--- config.mk ---
export PLATFORM = sky130hd
export DESIGN_NAME = lru_page_frame_replacer
export DESIGN_NICKNAME = d
export VERILOG_FILES = /design/src/lrupfr_pkg.sv /design/src/lru_page_frame_replacer.sv
export SDC_FILE = /design/constraint.sdc
export NUM_CORES = 1
export LEC_CHECK = 0
export BUFFER_PORTS_ARGS = -buffer_cell sky130_fd_sc_hd__buf_4
export CAP_MARGIN = 20
export CORE_UTILIZATION = 30
export DETAILED_ROUTE_END_ITERATION = 8
export SETUP_SLACK_MARGIN = 0.05
export SYNTH_ARGS = -nofsm -noshare
export SYNTH_HDL_FRONTEND = slang
export SYNTH_SLANG_ARGS = --single-unit
--- constraint.sdc ---
create_clock -name clk -period 4.9 [get_ports clk]
set_clock_uncertainty 0.15 [all_clocks]
set_input_delay 0.98 -clock clk [delete_from_list [all_inputs] [get_ports clk]]
set_output_delay 0.98 -clock clk [all_outputs]
set_load 0.005 [all_outputs]
--- src/lrupfr_pkg.sv ---
`timescale 1ns / 1ps

package lrupfr_pkg;

  // Frame store geometry
  localparam int FRAMES  = 4;
  localparam int FRAME_W = $clog2(FRAMES);
  localparam int CNT_W   = $clog2(FRAMES + 1);

  // Field widths
  localparam int PAGE_W   = 10;
  localparam int VADDR_W  = 14;
  localparam int AGE_W    = 16;
  localparam int FAULT_W  = 16;
  localparam int FIDX_W   = 2;
  localparam int OFFSET_W = 4;
  localparam int ENTRY_W  = PAGE_W + AGE_W;

  // Divide by ten: q = (v * 52429) >> 19, exact for v below 43690
  localparam int DIV10_RECIP = 52429;
  localparam int DIV10_SHIFT = 19;
  localparam int PROD_W      = VADDR_W + 16;
  localparam int QUO_W       = PROD_W - DIV10_SHIFT;

  typedef enum logic [1:0] {
    ST_IDLE,
    ST_SCAN,
    ST_FIN,
    ST_HOLD
  } lrupfr_state_t;

  // Saturating age step
  function automatic logic [AGE_W-1:0] age_step(input logic [AGE_W-1:0] age);
    age_step = (age == {AGE_W{1'b1}}) ? age : age + AGE_W'(1);
  endfunction

endpackage

--- src/lru_page_frame_replacer.sv ---
`timescale 1ns / 1ps

// Channel  | Ports                                         | Flow
// ---------+-----------------------------------------------+-------------------
// in       | in_valid, in_stall, in_page_number,           | access beat in
//          | in_virtual_address                            |
// out      | out_valid, out_stall, out_hit, out_frame_index,| result beat out
//          | out_page_offset, out_fault_total              |
//
// Each beat walks the frames with one read per frame from the frame memory,
// waits for the last read to return, and then commits by writing the chosen
// frame. Ages are written back, incremented, during the walk itself. Reset
// (rst_n low, synchronous) empties all frames and clears the fault count; no
// memory sweep is needed. A stalled result is held in the output register;
// the next beat is taken only after the result has been loaded there.
module lru_page_frame_replacer (
  input  logic                                clk,
  input  logic                                rst_n,
  input  logic                                in_valid,
  output logic                                in_stall,
  input  logic [lrupfr_pkg::PAGE_W-1:0]       in_page_number,
  input  logic [lrupfr_pkg::VADDR_W-1:0]      in_virtual_address,
  output logic                                out_valid,
  input  logic                                out_stall,
  output logic                                out_hit,
  output logic [lrupfr_pkg::FIDX_W-1:0]       out_frame_index,
  output logic [lrupfr_pkg::OFFSET_W-1:0]     out_page_offset,
  output logic [lrupfr_pkg::FAULT_W-1:0]      out_fault_total
);
  import lrupfr_pkg::*;

  localparam logic [FRAME_W-1:0] LAST_FRAME = FRAME_W'(FRAMES - 1);

  // Frame memory: {page, age} per frame
  logic [ENTRY_W-1:0] frame_mem [FRAMES];

  lrupfr_state_t       state_r, state_nxt;
  logic [FRAMES-1:0]   frame_valid_r, frame_valid_nxt;
  logic [FAULT_W-1:0]  fault_cnt_r, fault_cnt_nxt;

  logic [PAGE_W-1:0]   page_r;
  logic [VADDR_W-1:0]  vaddr_r;
  logic [QUO_W-1:0]    quo_r;

  logic [CNT_W-1:0]    iss_r, iss_nxt;
  logic                rd_vld_r;
  logic [FRAME_W-1:0]  rd_idx_r;
  logic [ENTRY_W-1:0]  rd_data_r;

  logic                found_r, found_nxt;
  logic                hit_r, hit_nxt;
  logic [FRAME_W-1:0]  fsel_r, fsel_nxt;
  logic [AGE_W-1:0]    best_age_r, best_age_nxt;
  logic [FRAME_W-1:0]  best_idx_r, best_idx_nxt;

  logic                out_valid_r;
  logic                out_hit_r;
  logic [FIDX_W-1:0]   out_fidx_r;
  logic [OFFSET_W-1:0] out_off_r;
  logic [FAULT_W-1:0]  out_fault_r;

  logic                in_acc;
  logic                rd_en;
  logic [FRAME_W-1:0]  rd_addr;
  logic                wr_en;
  logic [FRAME_W-1:0]  wr_addr;
  logic [ENTRY_W-1:0]  wr_data;
  logic                out_ld;
  logic [PAGE_W-1:0]   rd_page;
  logic [AGE_W-1:0]    rd_age;
  logic [FRAME_W-1:0]  sel;
  logic                res_hit;
  logic [FAULT_W-1:0]  fault_upd;
  logic [FAULT_W-1:0]  res_fault;
  logic [PROD_W-1:0]   prod;
  logic [VADDR_W-1:0]  ten_q;
  logic [VADDR_W-1:0]  rem;

  assign in_acc   = in_valid && !in_stall;
  assign in_stall = (state_r != ST_IDLE);
  assign rd_page  = rd_data_r[ENTRY_W-1:AGE_W];
  assign rd_age   = rd_data_r[AGE_W-1:0];

  // Chosen frame: first empty or matching frame, else the oldest
  assign sel       = found_r ? fsel_r : best_idx_r;
  assign res_hit   = found_r && hit_r;
  assign fault_upd = (res_hit || fault_cnt_r == {FAULT_W{1'b1}}) ?
                     fault_cnt_r : fault_cnt_r + FAULT_W'(1);
  assign res_fault = (state_r == ST_FIN) ? fault_upd : fault_cnt_r;

  // Offset: address mod ten by reciprocal multiply
  assign prod  = PROD_W'(vaddr_r) * PROD_W'(DIV10_RECIP);
  assign ten_q = VADDR_W'({quo_r, 3'b000}) + VADDR_W'({quo_r, 1'b0});
  assign rem   = vaddr_r - ten_q;

  assign out_ld = (state_r == ST_FIN || state_r == ST_HOLD) &&
                  (!out_valid_r || !out_stall);

  // Sequencer, walk and commit
  always_comb begin
    state_nxt       = state_r;
    frame_valid_nxt = frame_valid_r;
    fault_cnt_nxt   = fault_cnt_r;
    iss_nxt         = iss_r;
    found_nxt       = found_r;
    hit_nxt         = hit_r;
    fsel_nxt        = fsel_r;
    best_age_nxt    = best_age_r;
    best_idx_nxt    = best_idx_r;
    rd_en           = 1'b0;
    rd_addr         = iss_r[FRAME_W-1:0];
    wr_en           = 1'b0;
    wr_addr         = rd_idx_r;
    wr_data         = {rd_page, age_step(rd_age)};

    unique case (state_r)
      ST_IDLE: begin
        if (in_acc) begin
          state_nxt = ST_SCAN;
          iss_nxt   = '0;
          found_nxt = 1'b0;
          hit_nxt   = 1'b0;
        end
      end
      ST_SCAN: begin
        // issue one frame read per cycle
        if (iss_r < CNT_W'(FRAMES)) begin
          rd_en   = 1'b1;
          iss_nxt = iss_r + CNT_W'(1);
        end
        // examine returned frame, write its age back incremented
        if (rd_vld_r) begin
          wr_en = 1'b1;
          if (!found_r) begin
            if (!frame_valid_r[rd_idx_r]) begin
              found_nxt = 1'b1;
              fsel_nxt  = rd_idx_r;
            end else if (rd_page == page_r) begin
              found_nxt = 1'b1;
              hit_nxt   = 1'b1;
              fsel_nxt  = rd_idx_r;
            end
          end
          if (rd_idx_r == '0 || rd_age > best_age_r) begin
            best_age_nxt = rd_age;
            best_idx_nxt = rd_idx_r;
          end
          if (rd_idx_r == LAST_FRAME) begin
            state_nxt = ST_FIN;
          end
        end
      end
      ST_FIN: begin
        wr_en                = 1'b1;
        wr_addr              = sel;
        wr_data              = {page_r, {AGE_W{1'b0}}};
        frame_valid_nxt[sel] = 1'b1;
        fault_cnt_nxt        = fault_upd;
        state_nxt            = out_ld ? ST_IDLE : ST_HOLD;
      end
      ST_HOLD: begin
        if (out_ld) begin
          state_nxt = ST_IDLE;
        end
      end
      default: begin
        state_nxt = ST_IDLE;
      end
    endcase
  end

  // Control state
  always_ff @(posedge clk) begin
    if (!rst_n) begin
      state_r       <= ST_IDLE;
      frame_valid_r <= '0;
      fault_cnt_r   <= '0;
      rd_vld_r      <= 1'b0;
      out_valid_r   <= 1'b0;
    end else begin
      state_r       <= state_nxt;
      frame_valid_r <= frame_valid_nxt;
      fault_cnt_r   <= fault_cnt_nxt;
      rd_vld_r      <= rd_en;
      if (out_ld) begin
        out_valid_r <= 1'b1;
      end else if (!out_stall) begin
        out_valid_r <= 1'b0;
      end
    end
  end

  // Walk registers and captured beat
  always_ff @(posedge clk) begin
    iss_r      <= iss_nxt;
    found_r    <= found_nxt;
    hit_r      <= hit_nxt;
    fsel_r     <= fsel_nxt;
    best_age_r <= best_age_nxt;
    best_idx_r <= best_idx_nxt;
    rd_idx_r   <= rd_addr;
    quo_r      <= prod[PROD_W-1:DIV10_SHIFT];
    if (in_acc) begin
      page_r  <= in_page_number;
      vaddr_r <= in_virtual_address;
    end
  end

  // Frame memory, registered read
  always_ff @(posedge clk) begin
    if (wr_en) begin
      frame_mem[wr_addr] <= wr_data;
    end
    rd_data_r <= frame_mem[rd_addr];
  end

  // Output register
  always_ff @(posedge clk) begin
    if (out_ld) begin
      out_hit_r   <= res_hit;
      out_fidx_r  <= FIDX_W'(sel);
      out_off_r   <= rem[OFFSET_W-1:0];
      out_fault_r <= res_fault;
    end
  end

  assign out_valid       = out_valid_r;
  assign out_hit         = out_hit_r;
  assign out_frame_index = out_fidx_r;
  assign out_page_offset = out_off_r;
  assign out_fault_total = out_fault_r;

  // Frames fill in order: occupied frames form a prefix
  a_valid_prefix: assert property (@(posedge clk) disable iff (!rst_n)
    ((frame_valid_r >> 1) & ~frame_valid_r) == '0)
    else $error("occupied frames not a prefix");

  // The committed frame is occupied afterwards
  a_commit_valid: assert property (@(posedge clk) disable iff (!rst_n)
    state_r == ST_FIN |=> frame_valid_r[$past(sel)])
    else $error("committed frame not marked occupied");

  // Fault count never goes down outside reset
  a_fault_mono: assert property (@(posedge clk) disable iff (!rst_n)
    $past(rst_n) |-> fault_cnt_r >= $past(fault_cnt_r))
    else $error("fault count decreased");

  // Commit only follows a completed walk
  a_fin_after_scan: assert property (@(posedge clk) disable iff (!rst_n)
    $past(rst_n) && state_r == ST_FIN |-> $past(state_r) == ST_SCAN)
    else $error("commit without walk");

endmodule

==> results of run 1 <==
[cell type report]
| type | instances | area [sq um] |
|---|---|---|
| Inverter | 116 | 435.4 |
| Timing Repair Buffer | 80 | 598.1 |
| Tap cell | 518 | 648.1 |
| Clock inverter | 17 | 246.5 |
| Fill cell | 3699 | 24710 |
| Clock buffer | 31 | 689.4 |
| Sequential cell | 231 | 6386 |
| Multi-Input combinational cell | 477 | 4931 |
[worst max-delay path, cell delays in order (launching register included)]
cell,delay [ps]
edfxtp_1,420
ha_4,300
inv_2,40
fa_1,540
inv_1,60
fa_1,480
inv_1,50
fa_1,500
inv_1,50
fa_1,480
inv_1,50
fa_1,480
inv_2,50
ha_4,260
nand4_1,100
buf_4,170
nor4_4,150
and3_4,240
o21ai_1,70
o2bb2ai_1,120
[per-layer routing]
layer	vias up	track usage
li1	3196	-
met1	3173	0.1640
met2	127	0.1957
met3	30	0.01663
met4	0	0.03478
met5	-	0
[cells by family (layout without fill, tap and decap cells)]
group           count (synthesis)  count (layout)  synth area share
xor+xnor                       45              45           0.03359
flops                         231             231            0.5443
compound gates                 82              82           0.04585
fa+ha+maj                     148             148            0.1892
buf+inv                       132             244           0.04308
simple gates                  155             155           0.07358
mux                            47              47           0.07048
[cells in the mapped netlist (all sizes together) (2+ instances only)]
master and instances:
buf 6, edfxtp 176, a311oi 3, and4 6, mux2 12, a21o 4
xor2 18, o211ai 2, or3 2, a21boi 8, o22ai 2, o31ai 3
nand3 12, nand2 24, fa 49, inv 116, a21oi 31, nand2b 4
nor3b 2, a211oi 2, nand3b 2, nor3 11, nor2b 9, clkbuf 10
nor4 6, nor4b 2, and2 21, mux2i 8, o2111ai 5, a31oi 2
o21ai 13, nand4 15, nor2 32, dfxtp 55, ha 99, mux4 27
and3 4, xnor2 27
[flip-flops by register name (all words and copies together), names as in the netlist, 3 cells and up]
| register | cells |
|---|---|
| vaddr_r | 14 |
| fault_cnt_r | 16 |
| frame_mem | 104 |
| out_page_offset | 4 |
| out_fault_total | 16 |
| page_r | 10 |
| iss_r | 3 |
| rd_data_r | 26 |
| quo_r | 3 |
| best_age_r | 16 |
| frame_valid_r | 4 |
[stage by stage]
| stage | hold slack, ps | setup slack, ps | cells | utilization |
|---|---|---|---|---|
| after floorplan | 221.1 | -1.755 | 840 | - |
| after global placement | 318.6 | -7.027 | 1420 | 0.3349 |
| after detailed placement | 333.7 | -66.20 | 1420 | 0.3349 |
| after CTS | 349.4 | 5.522 | 1469 | 0.3604 |
| after global routing | 375.1 | -253.4 | 1470 | 0.3606 |
| final | 351.5 | 16.57 | 1470 | 0.3606 |
[how the worst min path moves through the flow]
stage	end	slack, ps	cells after the start
finish	fault_cnt_r[6]	350	2
global route	frame_valid_r[3]	380	2
global placement	frame_valid_r[0]	320	2
detailed placement	frame_valid_r[1]	330	2
CTS	frame_valid_r[1]	350	2
floorplan	rd_idx_r[0]	220	0
[timing repair]
item / 4_1_cts / 5_1_grt
pin swaps: 5 / 1
cloned: 0 / 0
gates resized for setup: 6 / 0
setup buffers: 1 / 0
setup endpoints to repair: 3 / 3
==> results.md, run 1 <==
- #FFs+latches synth: approximately 230
- CTS tree: done
- Worst-case reg-to-reg path depth: 19
- Synthesized cell area: 11730 sq um
- Drt pass-1 iters: 5
- Main synth FF type: edfxtp_1
- CP required: 5160 ps
- Die width: 199.8 um
- Detailed Route Iter0 Violations: 306
- First-pass GRT wire length: 37290 um
- Post-DR wirelength/cell: approximately 15 um
- Tightest Pin Transition: 863.3 ps
- Core ar.: roughly 39000 sq um
- Worst setup path startpoint: vaddr_r[9]
- ANT cells: 0
- Sequential share of the synthesized area: 0.5443
- Placed inst area: 12940 sq um
- Vias in the first global route: 7001
- Crit. End Element: register
- Total global-route track usage: 0.1193
- Post-synth EDFFs: 176
- Worst reg2reg setup slack: between 15 and 20 ps
- Synthesis-to-layout area growth: 18.76%
- Clock tree buffer depth: 3
- Share of cells above drive strength 1: 0.1954
- Post-synth net total: about 1.0k
- Hold_buf cts: 0
- Final Hold Viols: 0
- Die Area: 39910 sq um
- Yosys warns: 0
- Max Used Layer: met4
- Initial antenna violation count: 0
- Final GP Congestion: 0.8096
- Synth top area share: 0.4504
- RSZ-0062 raised after global routing: true
- Cts bufs inserted: 26
- Pin count of the biggest net entering global routing: 30
- Met2 WL: 10230 um
- Most frequent cells in the layout: 176 x edfxtp_1, 114 x inv_1, 96 x ha_1
- Detailed Route WL: 22300 um
- Max_cap viols: 0
- Status: finished clean
- Largest cells by area after synthesis: edfxtp_1 45%, ha_1 11%, dfxtp_1 9.4%
- Worst hold path type: register to register
- Critical path type: register to register
- Max Clk Rate: 0.2048 GHz
- Dpl hpwl: 15670 um
- GRT overflow: 0
- Number of vias per cell: about 4.4
- Crit share post-route: 0.9966
- DRC: 0
- Top-level I/O count: 53
- Library cells used by synthesis: slightly below 60
- Die Y: between 150 and 200 um
- Area leader, netlist: edfxtp_1
- Max Slew Vio Count: 0
- FF-to-FF End: quo_r[2]
- Detail Route met3 WL: about 1000 um
- Setup_tns: 0 ps
- Min Clock Period, post-route: about 4900 ps
- Final Cell Area: 13930 sq um
- H-tree Lvls: 1
- M1 wire length: 10570 um
- WP data arrival: 5140 ps
- Hold Path Origin: fault_cnt_r[6]
- Critical path endpoint: quo_r[2]
- Commonest non-fill, non-tap cell in the layout: edfxtp_1
- Reg-to-Reg Start: vaddr_r[9]
- Clock sink count: 231
- Fin nets: roughly 1.1k
- Gate Count Post-Synth: 840
- CP Launch Type: register
- Mean area per synthesized cell: 13.97 sq um
- Final setup viols: 0
- Fraction of registers with async set/reset: 0
- Num rows: 72
- Routed via count: 6526
- Initial core utilization: 0.3036
- I/O Buffers: 52
- DRT antenna net count: 0
- Root buffer cell: clkbuf_16
- Worst skew pair latency: 550 ps
- Max_slew headroom: 0.4232
- Clk slew on worst S/H paths: 60 ps
- Worst Path Max Fanout: 3
Power of run 1 is not shown: default switching activity piles up to over one toggle a cycle in this logic, so the estimate is an artifact.
==> run 2: changes to the inputs <==
CORE_ASPECT_RATIO = 0.7   (was default)
CTS_BUF_LIST = sky130_fd_sc_hd__clkbuf_2 sky130_fd_sc_hd__clkbuf_4 sky130_fd_sc_hd__clkbuf_8   (was default)
==> results.md, run 2 (same netlist as run 1, synthesis figures left out) <==
- Total global-route track usage: 0.1215
- Worst-case reg-to-reg path depth: 19
- CP Launch Type: register
- Crit. End Element: register
- Drt pass-1 iters: 5
- DRC: 0
- Endpoint, Worst Hold: frame_valid_r[1]
- Detailed Route WL: roughly 24000 um
- FF-to-FF End: quo_r[2]
- Critical path type: register to register
- Die width: around 240 um
- Max Slew Vio Count: 0
- Synthesis-to-layout area growth: 17.71%
- Dpl hpwl: 16550 um
- Min Clock Period, post-route: approximately 5000 ps
- Worst hold path type: register to register
- Initial core utilization: 0.3047
- Hold Path Origin: frame_valid_r[1]
- Hold_buf cts: 0
- Biggest register: frame_mem
- Max Clk Rate: 0.2001 GHz
- Crit share post-route: 1.020
- CP required: 5200 ps
- Setup_tns: -172.8 ps
- ANT cells: 0
- Cts bufs inserted: 36
- Final worst slack: -98.22 ps
- Top-level I/O count: 53
- Root buffer cell: clkbuf_8
- Clock sink count: 231
- Share of cells above drive strength 1: 0.2251
- GRT overflow: 0
- First-pass GRT wire length: between 30000 and 40000 um
- DRT antenna net count: 0
- Violated checks: setup timing
- Max FFs per register: 104
- Status: finished, violations left
- Tightest Pin Transition: 935.7 ps
- CTS tree: done
- Most frequent cells in the layout: 176 x edfxtp_1, 111 x inv_1, 92 x ha_1
- Max_cap viols: 0
- Fin nets: between 1k and 1.5k
- Die Area: about 40000 sq um
- Num rows: 60
- Worst Path Max Fanout: 3
- Detailed Route Iter0 Violations: 379
- Worst reg2reg setup slack: -100 ps
- Biggest registers after layout: frame_mem: 104 flops, rd_data_r: 26 flops
- Hold-critical path depth: 2
- Final Hold Viols: 0
- Vias in the first global route: 6738
- Post-DR wirelength/cell: 15.71 um
- Clk slew on worst S/H paths: 80 ps
- Commonest non-fill, non-tap cell in the layout: edfxtp_1
- H-tree Lvls: 2
- Final setup viols: 2
- WP data arrival: 5290 ps
- Worst skew pair latency: 550 ps
- Reg-to-Reg Start: vaddr_r[9]
- I/O Buffers: 52
- RSZ-0062 raised after global routing: true
- Clock tree buffer depth: 3
- Pin count of the biggest net entering global routing: 30
- Routed via count: 6622
- Number of vias per cell: 4.415
- Max_slew headroom: 0.3705
- Final GP Congestion: 0.8311
- Die Y: 167.5 um
- Core ar.: 38510 sq um
- Initial antenna violation count: 0
[run 2: final cells by class]
class | count | area (sq um)
well taps | 527 | 659.4
multi-input cells | 477 | 4992
clock buffers | 53 | 641.9
flip-flops and latches | 231 | 6386
repair buffers | 84 | 630.6
fillers | 3659 | 24700
inverters | 116 | 435.4
clock inverters | 12 | 66.31
[run 2: layer usage]
layer / wire, um / up-vias / GRT usage / part of all wire
met5: 0 / - / 0 / 0
met4: 274 / 0 / 0.02676 / 0.012
met3: 1230 / 26 / 0.02901 / 0.052
met2: 8904 / 145 / 0.1546 / 0.38
met1: 13150 / 3216 / 0.2001 / 0.56
li1: - / 3235 / - / -
[run 2: worst max-delay path by stage]
| stage | from | slack, ps | end |
|---|---|---|---|
| 4_1_cts | vaddr_r[12] | -10 | quo_r[2] |
| 2_1_floorplan | vaddr_r[8] | -2 | quo_r[2] |
| 6_report | vaddr_r[9] | -100 | quo_r[2] |
| 5_1_grt | vaddr_r[9] | -270 | quo_r[2] |
| 3_5_place_dp | vaddr_r[9] | -130 | quo_r[2] |
| 3_3_place_gp | vaddr_r[9] | -40 | quo_r[2] |
[run 2: stage by stage]
stage                     setup slack [ps]  area, sq um  hold slack [ps]    util  instances
after CTS                           -10.19        13740            343.1  0.3568       1498
final                               -98.22        13810            343.5  0.3586       1500
after global routing                -268.1        13810            384.3  0.3586       1500
after global placement              -36.47        12980            323.2  0.3371       1433
after detailed placement            -127.5        12980            327.8  0.3371       1433
after floorplan                     -1.755        11760            221.1       -        840
[run 2: worst max-delay path: stages, from the launching register on]
cell and delay (ps):
edfxtp_1 430, ha_4 300, inv_2 40, fa_1 560
inv_1 60, fa_1 490, inv_2 40, fa_1 490
inv_1 50, fa_1 490, inv_2 40, fa_1 480
inv_2 40, ha_4 260, nand4_1 180, buf_4 210
nor4b_2 240, or3_4 190, nor2_2 40, o2bb2ai_2 130
[run 2: timing repair]
item                                   in CTS  in global routing
gates resized for setup                     7                 13
setup endpoints to repair                   3                  3
pin swaps                                   7                 11
endpoints found under the hold margin       0                  0
buffers inserted                            0                  2
Power of run 2 is left out for the same reason.
==> run 3: changes to the inputs <==
CORE_ASPECT_RATIO = default   (was 0.7)
==> results.md, run 3 (same netlist as run 1, synthesis figures left out) <==
- Status: finished clean
- Core ar.: 38650 sq um
- Final Hold Viols: 0
- Clock tree buffer depth: 3
- Fillcell total: ~3.7k
- DRT antenna net count: 0
- Detailed Route Iter0 Violations: 358
- CTS tree: done
- Crit share post-route: 0.9855
- Fin nets: roughly 1.1k
- Die Y: around 200 um
- Worst Path Max Fanout: 3
- Num rows: 72
- Area of the multi-input gates: between 4000 and 5000 sq um
- Biggest register: frame_mem
- Detailed Route WL: 22720 um
- Number of vias per cell: between 4 and 5
- Worst skew pair latency: 560 ps
- Max_slew headroom: 0.4210
- Critical path type: register to register
- Most frequent cells in the layout: 176 x edfxtp_1, 112 x inv_1, 92 x ha_1
- Commonest non-fill, non-tap cell in the layout: edfxtp_1
- RSZ-0062 raised after global routing: true
- Register area: 6386 sq um
- Cell repeated most along the worst path: fa_1
- DRC: 0
- Clk slew on worst S/H paths: 60 ps
- Max_cap viols: 0
- Placed Cells incl. Taps: around 1.4k
- Synthesis-to-layout area growth: 18.68%
- Crit. End Element: register
- Worst reg2reg setup slack: 70 ps
- Initial core utilization: 0.3036
- CP cell instances: inv_2, ha_4, fa_1, inv_1, fa_1, inv_1, fa_1, inv_1, fa_1, inv_1, fa_1, inv_2, ha_4, nand4_1, buf_4, nor4_4, and3_4, o21ai_2, o2bb2ai_1
- Dpl hpwl: 15670 um
- Drt pass-1 iters: 4
- Pin count of the biggest net entering global routing: 30
- Biggest registers after layout: frame_mem: 104 flops, rd_data_r: 26 flops
- Worst-case reg-to-reg path depth: 19
- Final non-filler cell total: 1501
- CP required: 5190 ps
- Die width: 199.8 um
- Total global-route track usage: 0.1215
- Vias in the first global route: ~7.1k
- CP max-delay cell: fa_1
- FF-to-FF End: quo_r[2]
- Max Slew Vio Count: 0
- Critical path endpoint: quo_r[2]
- Routed via count: 6693
- Root buffer cell: clkbuf_8
- WP data arrival: about 5100 ps
- Tightest Pin Transition: between 800 and 900 ps
- Worst setup path startpoint: vaddr_r[12]
- Final setup viols: 0
- Worst hold path type: register to register
- Clock sink count: 231
- Initial antenna violation count: 1
- H-tree Lvls: 2
- Final GP Congestion: 0.8096
- Top-level I/O count: 53
- Reg-to-Reg Start: vaddr_r[12]
- GRT overflow: 0
- Max Clk Rate: approximately 0.21 GHz
- Min Clock Period, post-route: 4829 ps
- CP Launch Type: register
- CP peak stage delay: approximately 550 ps
- Max FFs per register: 104
- Share of cells above drive strength 1: 0.2322
- Cts bufs inserted: 41
- I/O Buffers: 52
- First-pass GRT wire length: around 38000 um
- Die Area: about 40000 sq um
- Post-DR wirelength/cell: between 15 and 20 um
[run 3: cell types whose count changed in the layout (fill, tap and decap cells not counted), moves of 3 or more]
cell      before  now
buf_4         84   81
clkbuf_8      39   45
clkinv_1       7    4
clkinv_2       1    8
[run 3: routing by layer]
| layer | global-route usage | up-vias | wire length, um |
|---|---|---|---|
| li1 | - | 3244 | - |
| met1 | 0.1616 | 3266 | 10780 |
| met2 | 0.1941 | 140 | 10280 |
| met3 | 0.02571 | 43 | 1048 |
| met4 | 0.04608 | 0 | 605 |
| met5 | 0 | - | 0 |
[run 3: layout make-up]
cell class / instances / share of cell area
well taps: 518 / 0.04654
diodes: 1 / 0.0001797
inverters: 116 / 0.03127
clock inverters: 18 / 0.009164
multi-input cells: 477 / 0.3588
repair buffers: 82 / 0.04403
flip-flops and latches: 231 / 0.4586
clock buffers: 58 / 0.05148
[run 3: metrics by stage]
step | util | cell area [sq um] | setup slack, ps | hold slack, ps | setup TNS [ps]
after floorplan | - | 11760 | -1.755 | 221.1 | -1.755
after global placement | 0.3349 | 12940 | -7.027 | 318.6 | -7.027
after detailed placement | 0.3349 | 12940 | -66.20 | 333.7 | -112.9
after CTS | 0.3581 | 13840 | 35.24 | 349.6 | 0
after global routing | 0.3603 | 13930 | -166.8 | 375.5 | -320.4
final | 0.3603 | 13930 | 71.00 | 356.0 | 0
[run 3: critical path, delay by kind of cell (launching register included)]
family	cells	cell delay, ps
AND/OR/NAND/NOR	3	500
AO/OA/AOI/OAI	2	180
adder cells (fa/ha/maj)	7	2950
buffers and inverters	7	520
flip-flops	1	420
[run 3: worst min path at each step]
stage / endpoint / slack [ps] / cells past startpoint / start
final: fault_cnt_r[6] / 360 / 2 / fault_cnt_r[6]
after global routing: frame_valid_r[3] / 380 / 2 / frame_valid_r[3]
after CTS: frame_valid_r[1] / 350 / 2 / frame_valid_r[1]
after detailed placement: frame_valid_r[1] / 330 / 2 / frame_valid_r[1]
after global placement: frame_valid_r[0] / 320 / 2 / frame_valid_r[0]
after floorplan: rd_idx_r[0] / 220 / 0 / iss_r[0]
[run 3: what timing repair did]
item                       in CTS  in global routing
setup buffers                   1                  2
setup endpoints to repair       3                  3
resized for setup               6                 11
hold buffers                    0                  0
pin swaps                       5                  9
Power of run 3 is left out for the same reason.
